File: config.mk
export PLATFORM = sky130hd
export DESIGN_NAME = transmit_arm_cooldown_interlock
export DESIGN_NICKNAME = d
export VERILOG_FILES = /design/src/design/tac_pkg.sv /design/src/design/tac_fifo.sv /design/src/design/tac_front.sv /design/src/design/tac_back.sv /design/src/design/transmit_arm_cooldown_interlock.sv
export SDC_FILE = /design/constraint.sdc
export NUM_CORES = 1
export LEC_CHECK = 0
export BUFFER_PORTS_ARGS = -buffer_cell sky130_fd_sc_hd__buf_2
export CORE_MARGIN = 1.5
export CORE_UTILIZATION = 40
export DETAILED_ROUTE_END_ITERATION = 6
export PLACE_DENSITY = 0.55
export RECOVER_POWER = 100
export SLEW_MARGIN = 10
export SYNTH_ARGS = -nofsm -noshare
export SYNTH_HDL_FRONTEND = slang
export SYNTH_HIERARCHICAL = 1
export SYNTH_SLANG_ARGS = --single-unit
File: constraint.sdc
create_clock -name clk -period 7.5 [get_ports clk]
set_clock_uncertainty 0.2 [all_clocks]
set_input_delay 1.125 -clock clk [delete_from_list [all_inputs] [get_ports clk]]
set_output_delay 1.125 -clock clk [all_outputs]
set_load 0.01 [all_outputs]
File: src/design/tac_pkg.sv
`timescale 1ns / 1ps
// ----------------------------------------------------------------------------
// tac_pkg
// Shared types and constants for the transmit arm / cooldown interlock.
// ----------------------------------------------------------------------------
package tac_pkg;

	localparam int CFG_W     = 32;
	localparam int CFG_IDX_W = 1;
	localparam int CMD_W     = 4;
	localparam int ACT_W     = 4;
	localparam int REJ_W     = 3;
	localparam int MS_W      = 8;

	localparam int QUEUE_DEPTH = 2;

	localparam logic [CFG_W-1:0] ARM_WINDOW_RESET = 32'd60000;
	localparam logic [CFG_W-1:0] COOLDOWN_RESET   = 32'd10000;

	localparam logic [MS_W-1:0] SHORT_BURST_MS = 8'd100;
	localparam logic [MS_W-1:0] LONG_BURST_MS  = 8'd250;
	localparam logic [MS_W-1:0] NO_BURST_MS    = 8'd0;

	typedef enum logic [CFG_IDX_W-1:0] {
		CFG_ARM_WINDOW = 1'b0,
		CFG_COOLDOWN   = 1'b1
	} cfg_idx_t;

	typedef enum logic [0:0] {
		REQ_COMMAND  = 1'b0,
		REQ_COMPLETE = 1'b1
	} req_type_t;

	typedef enum logic [CMD_W-1:0] {
		CMD_OFF        = 4'd0,
		CMD_HELP       = 4'd1,
		CMD_STATUS     = 4'd2,
		CMD_ARM        = 4'd3,
		CMD_CLEARFAULT = 4'd4,
		CMD_PA100      = 4'd5,
		CMD_PA250      = 4'd6,
		CMD_LEAK100    = 4'd7,
		CMD_LEAK250    = 4'd8,
		CMD_INVALID    = 4'd9
	} cmd_t;

	typedef enum logic [ACT_W-1:0] {
		ACT_REJECTED = 4'd0,
		ACT_OFF      = 4'd1,
		ACT_HELP     = 4'd2,
		ACT_STATUS   = 4'd3,
		ACT_ARM      = 4'd4,
		ACT_CLEAR    = 4'd5,
		ACT_PA       = 4'd6,
		ACT_LEAK     = 4'd7,
		ACT_ACK      = 4'd8
	} action_t;

	typedef enum logic [REJ_W-1:0] {
		REJ_NONE        = 3'd0,
		REJ_INVALID     = 3'd1,
		REJ_NOT_ARMED   = 3'd2,
		REJ_EXPIRED     = 3'd3,
		REJ_COOLDOWN    = 3'd4,
		REJ_BUSY        = 3'd5,
		REJ_CLOCK_BACK  = 3'd6
	} rejection_t;

	// Class of an event as sorted by the front end
	typedef enum logic [2:0] {
		OP_ACK,
		OP_OFF,
		OP_HELP,
		OP_STATUS,
		OP_ARM,
		OP_CLEAR,
		OP_BURST,
		OP_INVALID
	} op_kind_t;

	typedef struct packed {
		op_kind_t        kind;
		action_t         act;   // burst action for OP_BURST
		logic [MS_W-1:0] ms;    // burst length for OP_BURST
	} op_t;

	localparam int OP_W = $bits(op_t);

endpackage

File: src/design/tac_fifo.sv
`timescale 1ns / 1ps
// ----------------------------------------------------------------------------
// tac_fifo
// Small register queue between the classify front end and the execute stage.
// ----------------------------------------------------------------------------
module tac_fifo #(
	parameter int WIDTH = 8,
	parameter int DEPTH = 2
) (
	input  logic             clk,
	input  logic             arst_n,
	input  logic             wr_valid,
	output logic             full,
	input  logic [WIDTH-1:0] wr_data,
	output logic             rd_valid,
	input  logic             rd_pop,
	output logic [WIDTH-1:0] rd_data
);

	localparam int PTR_W = (DEPTH > 1) ? $clog2(DEPTH) : 1;
	localparam int CNT_W = $clog2(DEPTH + 1);
	localparam logic [PTR_W-1:0] LAST_PTR = PTR_W'(DEPTH - 1);
	localparam logic [CNT_W-1:0] FULL_CNT = CNT_W'(DEPTH);

	logic [WIDTH-1:0] mem_q [DEPTH];
	logic [PTR_W-1:0] wr_ptr_q, rd_ptr_q;
	logic [CNT_W-1:0] cnt_q;
	logic             push, pop;

	assign full     = (cnt_q == FULL_CNT);
	assign rd_valid = (cnt_q != '0);
	assign push     = wr_valid && !full;
	assign pop      = rd_pop && rd_valid;
	assign rd_data  = mem_q[rd_ptr_q];

	always_ff @(posedge clk or negedge arst_n) begin
		if (!arst_n) begin
			wr_ptr_q <= '0;
			rd_ptr_q <= '0;
			cnt_q    <= '0;
		end else begin
			if (push) begin
				wr_ptr_q <= (wr_ptr_q == LAST_PTR) ? '0 : wr_ptr_q + 1'b1;
			end
			if (pop) begin
				rd_ptr_q <= (rd_ptr_q == LAST_PTR) ? '0 : rd_ptr_q + 1'b1;
			end
			if (push && !pop) begin
				cnt_q <= cnt_q + 1'b1;
			end else if (pop && !push) begin
				cnt_q <= cnt_q - 1'b1;
			end
		end
	end

	always_ff @(posedge clk) begin
		if (push) begin
			mem_q[wr_ptr_q] <= wr_data;
		end
	end

	a_cnt_bound: assert property (@(posedge clk) disable iff (!arst_n)
		cnt_q <= FULL_CNT)
		else $error("queue count above depth");

	a_pop_leaves_room: assert property (@(posedge clk) disable iff (!arst_n)
		pop && !push |=> !full)
		else $error("queue still full after a pop");

	a_push_grows: assert property (@(posedge clk) disable iff (!arst_n)
		push && !pop |=> rd_valid)
		else $error("queue empty after a push");

endmodule

File: src/design/tac_front.sv
`timescale 1ns / 1ps
// ----------------------------------------------------------------------------
// tac_front
// Input register: accepts an event, sorts it into an operation class and
// hands it to the queue.
// ----------------------------------------------------------------------------
module tac_front #(
	parameter int TIME_BITS = 48
) (
	input  logic                    clk,
	input  logic                    arst_n,
	input  logic                    in_valid,
	output logic                    in_stall,
	input  logic                    req_type,
	input  logic [tac_pkg::CMD_W-1:0] command,
	input  logic [TIME_BITS-1:0]    now_ms,
	output logic                    push_valid,
	input  logic                    push_full,
	output tac_pkg::op_t            op_s1,
	output logic [TIME_BITS-1:0]    time_s1
);

	import tac_pkg::*;

	logic valid_s1;
	logic accept;
	op_t  op_d;

	assign in_stall   = valid_s1 && push_full;
	assign accept     = in_valid && !in_stall;
	assign push_valid = valid_s1;

	always_comb begin
		op_d.kind = OP_INVALID;
		op_d.act  = ACT_REJECTED;
		op_d.ms   = NO_BURST_MS;
		if (req_type == REQ_COMPLETE) begin
			op_d.kind = OP_ACK;
		end else begin
			unique case (command)
				CMD_OFF:        op_d.kind = OP_OFF;
				CMD_HELP:       op_d.kind = OP_HELP;
				CMD_STATUS:     op_d.kind = OP_STATUS;
				CMD_ARM:        op_d.kind = OP_ARM;
				CMD_CLEARFAULT: op_d.kind = OP_CLEAR;
				CMD_PA100: begin
					op_d.kind = OP_BURST;
					op_d.act  = ACT_PA;
					op_d.ms   = SHORT_BURST_MS;
				end
				CMD_PA250: begin
					op_d.kind = OP_BURST;
					op_d.act  = ACT_PA;
					op_d.ms   = LONG_BURST_MS;
				end
				CMD_LEAK100: begin
					op_d.kind = OP_BURST;
					op_d.act  = ACT_LEAK;
					op_d.ms   = SHORT_BURST_MS;
				end
				CMD_LEAK250: begin
					op_d.kind = OP_BURST;
					op_d.act  = ACT_LEAK;
					op_d.ms   = LONG_BURST_MS;
				end
				default:        op_d.kind = OP_INVALID;  // invalid and unused codes
			endcase
		end
	end

	always_ff @(posedge clk or negedge arst_n) begin
		if (!arst_n) begin
			valid_s1 <= 1'b0;
		end else if (accept) begin
			valid_s1 <= 1'b1;
		end else if (!push_full) begin
			valid_s1 <= 1'b0;
		end
	end

	always_ff @(posedge clk) begin
		if (accept) begin
			op_s1   <= op_d;
			time_s1 <= now_ms;
		end
	end

endmodule

File: src/design/tac_back.sv
`timescale 1ns / 1ps
// ----------------------------------------------------------------------------
// tac_back
// Execute stage: holds the interlock state, applies one event per cycle while
// the result is not stalled and registers the result.
// ----------------------------------------------------------------------------
module tac_back #(
	parameter int TIME_BITS = 48
) (
	input  logic                      clk,
	input  logic                      arst_n,
	input  logic [tac_pkg::CFG_W-1:0] arm_window_ms,
	input  logic [tac_pkg::CFG_W-1:0] cooldown_ms,
	input  logic                      q_valid,
	output logic                      q_pop,
	input  tac_pkg::op_t              q_op,
	input  logic [TIME_BITS-1:0]      q_time,
	output logic                      out_valid,
	input  logic                      out_stall,
	output logic [tac_pkg::ACT_W-1:0] action,
	output logic [tac_pkg::REJ_W-1:0] rejection,
	output logic [tac_pkg::MS_W-1:0]  burst_ms,
	output logic                      armed_now,
	output logic [tac_pkg::CFG_W-1:0] cooldown_left_ms
);

	import tac_pkg::*;

	// interlock state
	logic                 armed_q, burst_q, cd_known_q, time_known_q;
	logic [TIME_BITS-1:0] arm_time_q, end_time_q, latest_q;

	logic                 armed_n, burst_n, cd_known_n, time_known_n;
	logic [TIME_BITS-1:0] arm_time_n, end_time_n, latest_n;

	logic                 out_valid_q;
	action_t              act_d;
	rejection_t           rej_d;
	logic [MS_W-1:0]      ms_d;
	logic                 an_d;
	logic [CFG_W-1:0]     cdl_d;

	logic                 late, valid_pre, expired, grant;
	logic [TIME_BITS-1:0] t, tc, tx, gone, since_arm, cd_ext, win_ext;
	logic [CFG_W-1:0]     cd_left;

	assign q_pop = q_valid && (!out_valid_q || !out_stall);
	assign t     = q_time;

	assign cd_ext  = TIME_BITS'(cooldown_ms);
	assign win_ext = TIME_BITS'(arm_window_ms);

	// a completion earlier than the watermark is clamped up to it
	assign late = time_known_q && (t < latest_q);
	assign tc   = late ? latest_q : t;
	assign tx   = (q_op.kind == OP_ACK) ? tc : t;

	assign gone = tx - end_time_q;
	always_comb begin
		if (!cd_known_q) begin
			cd_left = '0;
		end else if (tx < end_time_q) begin
			cd_left = cooldown_ms;
		end else if (gone >= cd_ext) begin
			cd_left = '0;
		end else begin
			cd_left = cooldown_ms - gone[CFG_W-1:0];
		end
	end

	assign since_arm = t - arm_time_q;
	assign valid_pre = armed_q && !burst_q && (t >= arm_time_q) &&
		(!time_known_q || (t >= latest_q)) && (since_arm < win_ext);
	assign expired   = armed_q && !valid_pre;

	always_comb begin
		armed_n      = armed_q;
		burst_n      = burst_q;
		cd_known_n   = cd_known_q;
		time_known_n = time_known_q;
		arm_time_n   = arm_time_q;
		end_time_n   = end_time_q;
		latest_n     = latest_q;
		act_d        = ACT_REJECTED;
		rej_d        = REJ_NONE;
		ms_d         = NO_BURST_MS;
		an_d         = 1'b0;
		cdl_d        = cd_left;
		grant        = 1'b0;

		priority if (q_op.kind == OP_ACK) begin
			armed_n      = 1'b0;
			latest_n     = tc;
			time_known_n = 1'b1;
			act_d        = ACT_ACK;
			if (burst_q) begin
				end_time_n = tc;
				cd_known_n = 1'b1;
				burst_n    = 1'b0;
				cdl_d      = cooldown_ms;  // cooldown starts right now
			end
		end else if (q_op.kind == OP_OFF) begin
			armed_n = 1'b0;
			act_d   = ACT_OFF;
			if (!late) begin
				latest_n     = t;
				time_known_n = 1'b1;
			end
		end else if (late) begin
			armed_n = 1'b0;
			rej_d   = REJ_CLOCK_BACK;
		end else begin
			latest_n     = t;
			time_known_n = 1'b1;
			armed_n      = valid_pre;
			priority if (q_op.kind == OP_HELP) begin
				act_d = ACT_HELP;
				an_d  = valid_pre;
			end else if (q_op.kind == OP_STATUS) begin
				act_d = ACT_STATUS;
				an_d  = valid_pre;
			end else if (q_op.kind == OP_INVALID) begin
				armed_n = 1'b0;
				rej_d   = REJ_INVALID;
			end else if (burst_q) begin
				armed_n = 1'b0;
				rej_d   = REJ_BUSY;
			end else if (q_op.kind == OP_CLEAR) begin
				armed_n = 1'b0;
				act_d   = ACT_CLEAR;
			end else if (cd_left != '0) begin
				armed_n = 1'b0;
				rej_d   = REJ_COOLDOWN;
			end else if (q_op.kind == OP_ARM) begin
				armed_n    = 1'b1;
				arm_time_n = t;
				act_d      = ACT_ARM;
				an_d       = (arm_window_ms != '0);
			end else if (!valid_pre) begin
				armed_n = 1'b0;
				rej_d   = expired ? REJ_EXPIRED : REJ_NOT_ARMED;
			end else begin
				armed_n = 1'b0;
				burst_n = 1'b1;
				act_d   = q_op.act;
				ms_d    = q_op.ms;
				grant   = 1'b1;
			end
		end
	end

	always_ff @(posedge clk or negedge arst_n) begin
		if (!arst_n) begin
			armed_q      <= 1'b0;
			burst_q      <= 1'b0;
			cd_known_q   <= 1'b0;
			time_known_q <= 1'b0;
			arm_time_q   <= '0;
			end_time_q   <= '0;
			latest_q     <= '0;
			out_valid_q  <= 1'b0;
		end else begin
			if (q_pop) begin
				armed_q      <= armed_n;
				burst_q      <= burst_n;
				cd_known_q   <= cd_known_n;
				time_known_q <= time_known_n;
				arm_time_q   <= arm_time_n;
				end_time_q   <= end_time_n;
				latest_q     <= latest_n;
				out_valid_q  <= 1'b1;
			end else if (!out_stall) begin
				out_valid_q  <= 1'b0;
			end
		end
	end

	always_ff @(posedge clk) begin
		if (q_pop) begin
			action           <= act_d;
			rejection        <= rej_d;
			burst_ms         <= ms_d;
			armed_now        <= an_d;
			cooldown_left_ms <= cdl_d;
		end
	end

	assign out_valid = out_valid_q;

	a_grant_sets_busy: assert property (@(posedge clk) disable iff (!arst_n)
		q_pop && grant |=> burst_q && !armed_q)
		else $error("granted burst did not mark busy");

	a_reject_disarms: assert property (@(posedge clk) disable iff (!arst_n)
		q_pop && (act_d == ACT_REJECTED) |=> !armed_q)
		else $error("rejection left interlock armed");

	a_armed_now_consistent: assert property (@(posedge clk) disable iff (!arst_n)
		q_pop && an_d |=> armed_q && !burst_q)
		else $error("armed_now reported without arm state");

	a_watermark_monotonic: assert property (@(posedge clk) disable iff (!arst_n)
		q_pop && time_known_q |=> latest_q >= $past(latest_q))
		else $error("time watermark moved backwards");

endmodule

File: src/design/transmit_arm_cooldown_interlock.sv
`timescale 1ns / 1ps
// ----------------------------------------------------------------------------
// transmit_arm_cooldown_interlock
// Arm / cooldown safety interlock for amplifier bursts.
//
//   channel  | handshake          | payload
//   ---------+--------------------+------------------------------------------
//   input    | in_valid/in_stall  | req_type, command, now_ms
//   result   | out_valid/out_stall| action, rejection, burst_ms, armed_now,
//            |                    | cooldown_left_ms
//   config   | cfg_we             | cfg_idx, cfg_data
//
// One event per cycle sustained while the result is not stalled; each event
// passes the input register, the queue and the execute/result register. The
// execute stage sets the rate: it reads and updates the interlock state once
// per event. Reset clears all state, empties the queue and loads the default
// window and cooldown. A stalled result backs up the queue; in_stall rises
// only when the input register holds an event and the queue is full.
// ----------------------------------------------------------------------------
module transmit_arm_cooldown_interlock #(
	parameter int TIME_BITS = 48
) (
	input  logic                          clk,
	input  logic                          arst_n,
	input  logic                          cfg_we,
	input  logic [tac_pkg::CFG_IDX_W-1:0] cfg_idx,
	input  logic [tac_pkg::CFG_W-1:0]     cfg_data,
	input  logic                          in_valid,
	output logic                          in_stall,
	input  logic                          req_type,
	input  logic [tac_pkg::CMD_W-1:0]     command,
	input  logic [TIME_BITS-1:0]          now_ms,
	output logic                          out_valid,
	input  logic                          out_stall,
	output logic [tac_pkg::ACT_W-1:0]     action,
	output logic [tac_pkg::REJ_W-1:0]     rejection,
	output logic [tac_pkg::MS_W-1:0]      burst_ms,
	output logic                          armed_now,
	output logic [tac_pkg::CFG_W-1:0]     cooldown_left_ms
);

	import tac_pkg::*;

	localparam int ENTRY_W = OP_W + TIME_BITS;

	logic [CFG_W-1:0]     arm_window_q, cooldown_q;
	logic                 push_valid, q_full, q_valid, q_pop;
	op_t                  op_s1, q_op;
	logic [TIME_BITS-1:0] time_s1, q_time;
	logic [ENTRY_W-1:0]   q_rd_data;

	always_ff @(posedge clk or negedge arst_n) begin
		if (!arst_n) begin
			arm_window_q <= ARM_WINDOW_RESET;
			cooldown_q   <= COOLDOWN_RESET;
		end else if (cfg_we) begin
			unique case (cfg_idx)
				CFG_ARM_WINDOW: arm_window_q <= cfg_data;
				CFG_COOLDOWN:   cooldown_q   <= cfg_data;
				default:        ;
			endcase
		end
	end

	tac_front #(
		.TIME_BITS (TIME_BITS)
	) u_front (
		.clk        (clk),
		.arst_n     (arst_n),
		.in_valid   (in_valid),
		.in_stall   (in_stall),
		.req_type   (req_type),
		.command    (command),
		.now_ms     (now_ms),
		.push_valid (push_valid),
		.push_full  (q_full),
		.op_s1      (op_s1),
		.time_s1    (time_s1)
	);

	tac_fifo #(
		.WIDTH (ENTRY_W),
		.DEPTH (QUEUE_DEPTH)
	) u_queue (
		.clk      (clk),
		.arst_n   (arst_n),
		.wr_valid (push_valid),
		.full     (q_full),
		.wr_data  ({op_s1, time_s1}),
		.rd_valid (q_valid),
		.rd_pop   (q_pop),
		.rd_data  (q_rd_data)
	);

	assign q_op   = op_t'(q_rd_data[ENTRY_W-1:TIME_BITS]);
	assign q_time = q_rd_data[TIME_BITS-1:0];

	tac_back #(
		.TIME_BITS (TIME_BITS)
	) u_back (
		.clk              (clk),
		.arst_n           (arst_n),
		.arm_window_ms    (arm_window_q),
		.cooldown_ms      (cooldown_q),
		.q_valid          (q_valid),
		.q_pop            (q_pop),
		.q_op             (q_op),
		.q_time           (q_time),
		.out_valid        (out_valid),
		.out_stall        (out_stall),
		.action           (action),
		.rejection        (rejection),
		.burst_ms         (burst_ms),
		.armed_now        (armed_now),
		.cooldown_left_ms (cooldown_left_ms)
	);

endmodule

== Word-level counts from Yosys, hierarchy flattened ==
Memories as Yosys holds them, arrays and structs flattened.
Index checks and enable logic that the tools add are counted.
W data, S select, Z words.
Storage, ports and cells
  flip-flop bits (word level): 329
  bits in writable memories: 126
  bits of input ports: 91
  output and inout port bits: 50
  memories kept: 1
Memories
  u_queue.mem_q: words 2, bits a word 63, read ports 1, clocked after Yosys merged registers in 0, wr ports 1, RTL line tac_fifo.sv:25  | logic [WIDTH-1:0] mem_q [DEPTH];
Cells by class
  add/subtract/negate cells: 7
  $lt $le $gt $ge: 6
  equality and inequality tests: 22
  mux-type cells: 69
  bitwise operators: 11
  reduce and logical (&&, ||, !) cells: 42
Operator list (count)
  $mux W32: 5
  $ge A48 B48 Y1: 2
  $lt A48 B48 Y1: 2
  $mux W48: 2
  $sub A48 B48 Y48: 2
  $reduce_bool A32 Y1: 2
  $ge A48 B32 Y1: 1
  $lt A48 B32 Y1: 1
  $pmux W11 S4: 1
  $mux W4: 10
  $mux W1: 39
  $sub A32 B32 Y32: 1
  $mux W3: 9
  $pmux W3 S6: 1
  $eq A4 B3 Y1 const B: 4
  $logic_and A1 B1 Y1: 13
  $not A1 Y1: 11
  $reduce_and A11 Y1: 1
  $reduce_or A11 Y1: 1
  $ne A2 B1 Y1 const B: 5
  $eq A3 B3 Y1 const B: 3
  $logic_not A1 Y1: 9
  $eq A4 B2 Y1 const B: 2
  $reduce_or A7 Y1: 1
  21 further kinds: 29

== Longest topological paths before layout ==
An unclocked memory read counts as a cell.
  depth after elaboration: 20
  gate-level depth with buffers: 43

== By module ==
The synthesis kept the hierarchy.
By module, submodules not included
  tac_back: times used 1, cells an instance 2563, area each 19807.7 um2, seq. area each 5170.0 um2
  tac_fifo: times used 1, cells an instance 215, area each 5043.6 um2, seq. area each 3883.7 um2
  transmit_arm_cooldown_interlock: times used 1, cells an instance 137, area each 2441.1 um2, seq. area each 1616.6 um2
  tac_front: times used 1, cells an instance 89, area each 1899.3 um2, seq. area each 1676.6 um2

== Worst setup path after synthesis ==
Ideal clock, no wire load.
  path type: reg-to-reg
  start: reg u_queue.rd_ptr_q
  end: reg u_back/cooldown_left_ms[16] (netlist bit) (data pin)
  setup time: 0.142 ns
  data arrival time: 7.812 ns
  data required time: 7.158 ns
  setup slack: -0.654 ns
  stages on the path, launching flop included: 38
  path buffers: 5
  period minus slack after synthesis: 8.154 ns
  path through: dfrtp_1 > buf_6 > buf_12 > mux2_4 > ha_1 > nand4_1 > nor4_1 > nand2_1 > nand3_1 > a21oi_1 > o21ai_1 > nand2b_1 > clkbuf_1 > buf_1 > nand2_1 > o21ai_0 > ha_1 > a21o_1 > [... 2 more ...] > nor4_4 > o21ba_2 > nor3_1 > or2_2 > xor2_1 > ha_1 > nand4_1 > a211o_1 > o2bb2ai_1 > a21boi_0 > o221a_2 > nand3_1 > or3b_1 > or4_4 > nor4b_4 > nand2_2 > buf_6 > o21ai_2
On the way
  word-level cells in the longest chain between the ends: 12
  elaborated cells on any way between the ends: 15
Ends and longest elaborated chain
  from (decl): RTL line tac_fifo.sv:26  | logic [PTR_W-1:0] wr_ptr_q, rd_ptr_q;
  from (signal assigned): RTL line tac_fifo.sv:46  | rd_ptr_q <= (rd_ptr_q == LAST_PTR) ? '0 : rd_ptr_q + 1'b1;
  $mem_v2 Z2 W63 *
  via q_rd_data[44]: RTL line transmit_arm_cooldown_interlock.sv:50  | logic [ENTRY_W-1:0] q_rd_data;
  $lt A48 B48 Y1: RTL line tac_back.sv:54  | assign late = time_known_q && (t < latest_q);
  $logic_and A1 B1 Y1: RTL line tac_back.sv:54
  $mux W48
  $mux W48 *: RTL line tac_back.sv:56  | assign tx = (q_op.kind == OP_ACK) ? tc : t;
  $sub A48 B48 Y48: RTL line tac_back.sv:58  | assign gone = tx - end_time_q;
  $ge A48 B32 Y1 / $sub A32 B32 Y32 (equally long branches): RTL line tac_back.sv:64, tac_back.sv:67
  $mux W32: RTL line tac_back.sv:64  | end else if (gone >= cd_ext) begin
  $mux W32 *: RTL line tac_back.sv:62  | end else if (tx < end_time_q) begin
  $mux W32 *: RTL line tac_back.sv:60  | if (!cd_known_q) begin
  $mux W32: RTL line tac_back.sv:96  | if (burst_q) begin
  $mux W32 *: RTL line tac_back.sv:91  | priority if (q_op.kind == OP_ACK) begin
  via u_back.cdl_d[16]: RTL line tac_back.sv:41  | logic [CFG_W-1:0] cdl_d;
  to (signal assigned): RTL line tac_back.sv:184  | cooldown_left_ms <= cdl_d;
  to (decl): RTL line tac_back.sv:24  | output logic [tac_pkg::CFG_W-1:0] cooldown_left_ms
Mark *: on every way through the listed nets, which the timed path passes. The rest lies on a longest branch.
A chain may end at the register's enable or synchronous reset.

== Worst setup path after layout ==
  start: reg u_queue.rd_ptr_q
  end: reg u_back.arm_time_q[11]
On the way
  word-level cells in the longest chain between the ends: 13
  elaborated cells on any way between the ends: 29
Ends and longest elaborated chain
  $mem_v2 Z2 W63 *
  via q_rd_data[38]: RTL line transmit_arm_cooldown_interlock.sv:50
  $lt A48 B48 Y1: RTL line tac_back.sv:54
  $logic_and A1 B1 Y1: RTL line tac_back.sv:54
  $mux W48
  $mux W48: RTL line tac_back.sv:56
  $sub A48 B48 Y48: RTL line tac_back.sv:58
  $ge A48 B32 Y1 / $sub A32 B32 Y32 (equally long branches): RTL line tac_back.sv:64, tac_back.sv:67
  $mux W32: RTL line tac_back.sv:64
  $mux W32: RTL line tac_back.sv:62
  $mux W32: RTL line tac_back.sv:60
  $reduce_bool A32 Y1: RTL line tac_back.sv:131  | end else if (cd_left != '0) begin
  $not A1 Y1 (no line)
  $reduce_and A11 Y1 (no line) *
  to (signal assigned): RTL line tac_back.sv:168  | arm_time_q <= arm_time_n;
  to (decl): RTL line tac_back.sv:31  | logic [TIME_BITS-1:0] arm_time_q, end_time_q, latest_q;
Marked as above.

==> results.ini <==
[timing]
hold_viol = 0
fin_crit_sh_pct = 111
drv_slew = 582
rsz0062_at_grt = true
hold_slack_ns = 0.242
worstMarginPinSlew_ns = 5.85
setup_slack_ns = -0.807
post-route-min-period_ns = 8.31
finalSetupTns_ns = -67.14
fmaxAchievable_mhz = 120
setup_violations = 98
max_slew_margin_pct = -290

[cells_and_area]
areaGrowthSynthToFinish_pct = 30.8
final.fill_count = 6588
nNetsFinal = 4014
drive_above_1_share_pct = 30.8

[clocking]
clockBufferDepth = 3
ctsHoldBuffers = 0
clockRootBuffer = clkbuf_16
clk_latency_ns = 0.61
cts_sinks = 447
numCtsBuffers = 53
clkTransAtPathRegs_ns = 0.06
h-tree-depth = 2
cts_tree = done

[critical_path]
crit_path_top_delay_cell = dfrtp_4
endpoint_kind = flip-flop
crit_required_ns = 7.78
startpoint_type = flip-flop
worst-setup-path-type = flip-flop to flip-flop
critPathMaxFanout = 8
slowest_delay_ns = 0.57
cp_data_arrival_time_ns = 8.59

[drt]
dr.first_iter.drc_count = 1870
wirelength_mm = 96.6
vias = 25337
routedWlPerCell_um = 20.7
drt_first_pass_iters = 6
avgViaCountPerCell = 5.42
ant_nets = 0
drc = 0

[placement]
portBuffers = 140
place_hpwl_mm = 75.3
dp_slack_ns = -1.48
gp_congestion = 0.950

[synth]
synth_edf_count = 229
syn_inst = 3004
async_flop_share_pct = 48.8
synthesis.area_um2 = 29200
synth_top_cells_by_area = edfxtp_1, dfrtp_1, ha_1, o21ai_0, nand2_1
synth_area_leader_cell = edfxtp_1
synth_cell_types = 96
yosys_register_bits = 447
seq_area_frac_synth_pct = 42.3
dominantRegCellSynth = edfxtp_1
yosysWarningCount = 6
synth_top_cell_area_share_pct = 23.6
syn_avg_cell_area_um2 = 9.72

[run]
maxCapViolations = 11

[floorplanning]
die_x_um = 273
rows = 98
fp.dieH_um = 273
ios = 141
dieArea_um2 = 74600
coreArea_um2 = 71900
start_util_pct = 40.6

[global_route]
grtUsageTotal_pct = 25.5
grt_antenna_before_repair = 2
grt_pass1_wl_mm = 147
grt_pass1_vias = 25390
grt_max_degree = 98
grt-ovfl-total = 0

[outcome]
status = finished, violations left
violations = max-capacitance violations, max-slew violations, negative setup slack

[min_path]
hp-class = flip-flop to flip-flop

-- final cells by class --
class	count	area (µm²)	share of cell area (%)
inverter	279	1050	2.74
sequential	447	12400	32.3
antenna	2	5.00	0.0131
tap	950	1190	3.11
clock inverter	34	358	0.937
timing repair buffer	744	5480	14.3
multi-input combinational	2156	16300	42.7
clock buffer	65	1440	3.78
-- path summary, 6_finish.rpt --
| check | from | endpoint | slack [ns] | cells past startpoint |
|---|---|---|---|---|
| max in group asynchronous | arst_n | u_queue/rd_ptr_q | 0.52 | 1 |
| max reg2reg | u_queue/rd_ptr_q | u_back/arm_time_q[11] | -0.81 | 35 |
| min in group asynchronous | arst_n | u_back/end_time_q[43] | 2.45 | 1 |
| min | u_front/op_s1[14] | u_queue/mem_q[0][62] | 0.24 | 0 |
| max | u_queue/rd_ptr_q | u_back/arm_time_q[11] | -0.81 | 35 |
| min reg2reg | u_front/op_s1[14] | u_queue/mem_q[0][62] | 0.24 | 0 |
-- cells by family (layout without fill, tap and decap cells) --
| family | Yosys count | count (layout) | share of synthesized area (%) |
|---|---|---|---|
| AO/OA/AOI/OAI | 821 | 821 | 17.2 |
| AND/OR/NAND/NOR | 804 | 805 | 13.2 |
| flip-flops | 447 | 447 | 42.3 |
| buffers and inverters | 403 | 1122 | 5.92 |
| adder cells (fa/ha/maj) | 242 | 242 | 10.4 |
| multiplexers | 188 | 188 | 8.07 |
| XOR/XNOR | 98 | 98 | 2.94 |
| other | 1 | 4 | 0.0128 |
-- cells in the final DEF, fill, tap and decap left out, drive strengths merged, types with 47 or more instances in the layout --
| cell type | Yosys | final |
|---|---|---|
| a21oi | 244 | 244 |
| nor2 | 162 | 162 |
| dfrtp | 206 | 206 |
| a21o | 60 | 60 |
| nand3 | 47 | 47 |
| inv | 279 | 279 |
| edfxtp | 229 | 229 |
| xnor2 | 55 | 55 |
| clkbuf | 84 | 134 |
| ha | 239 | 239 |
| o21ai | 301 | 301 |
| buf | 40 | 675 |
| nand2 | 334 | 334 |
| nand4 | 63 | 63 |
| mux2 | 178 | 178 |
-- sequential cells by signal, indices dropped and copies added, names as in the netlist, 3 cells and up --
name,cells
u_back/cooldown_left_ms,32
u_queue/mem_q,126
u_back/burst_ms,8
arm_window_q,32
u_front/time_s1,48
u_front/op_s1,7
cooldown_q,32
u_back/arm_time_q,48
u_back/end_time_q,48
u_back/rejection,3
u_back/latest_q,48
u_back/action,4
-- worst max-delay path: cells and delay by family, from the launching register on --
kind / cells / cell delay (ns)
mux: 3 / 0.87
fa+ha+maj: 4 / 1.20
simple gates: 6 / 1.36
compound gates: 9 / 1.91
xor+xnor: 2 / 0.47
flops: 1 / 0.57
buf+inv: 11 / 1.59
-- metal layers --
metal	vias to the layer above	share of wire, %	GRT usage [%]
met5	-	0	0
met4	0	3.3	8.20
met3	156	5.4	2.64
met2	765	46	42.1
met1	12263	45	35.1
li1	12153	-	-
-- per-stage QoR --
stage,instance area [µm²],std cells,utilization [%]
3_5_place_dp,34900,4520,48.6
6_report,38200,4677,53.1
4_1_cts,37900,4664,52.8
2_1_floorplan,29500,3005,-
3_3_place_gp,34900,4519,48.6
5_1_grt,38200,4675,53.1
-- timing repair --
| item | CTS | global route |
|---|---|---|
| pin swaps | 92 | 46 |
| endpoints found under the hold margin | 0 | 0 |
| gates resized for setup | 147 | 71 |
| setup endpoints to repair | 98 | 98 |
| buffers inserted | 42 | 18 |
| cloned | 8 | 1 |
-- cell usage after synthesis (all sizes together) (21+ instances only) --
cell type and number:
a21oi 244, buf 40, nor2 162, nand2 334, nor3 35, o211ai 27, nand2b 21, xnor2 55
clkbuf 84, inv 279, a211oi 31, mux2 178, ha 239, o21a 22, nand4 63, nor4 28
edfxtp 229, a21o 60, nand3 47, o21ai 301, dfrtp 206, nor2b 23, xor2 43
Power is not shown: default switching activity piles up to over one toggle a cycle in this logic, so the estimate is an artifact.
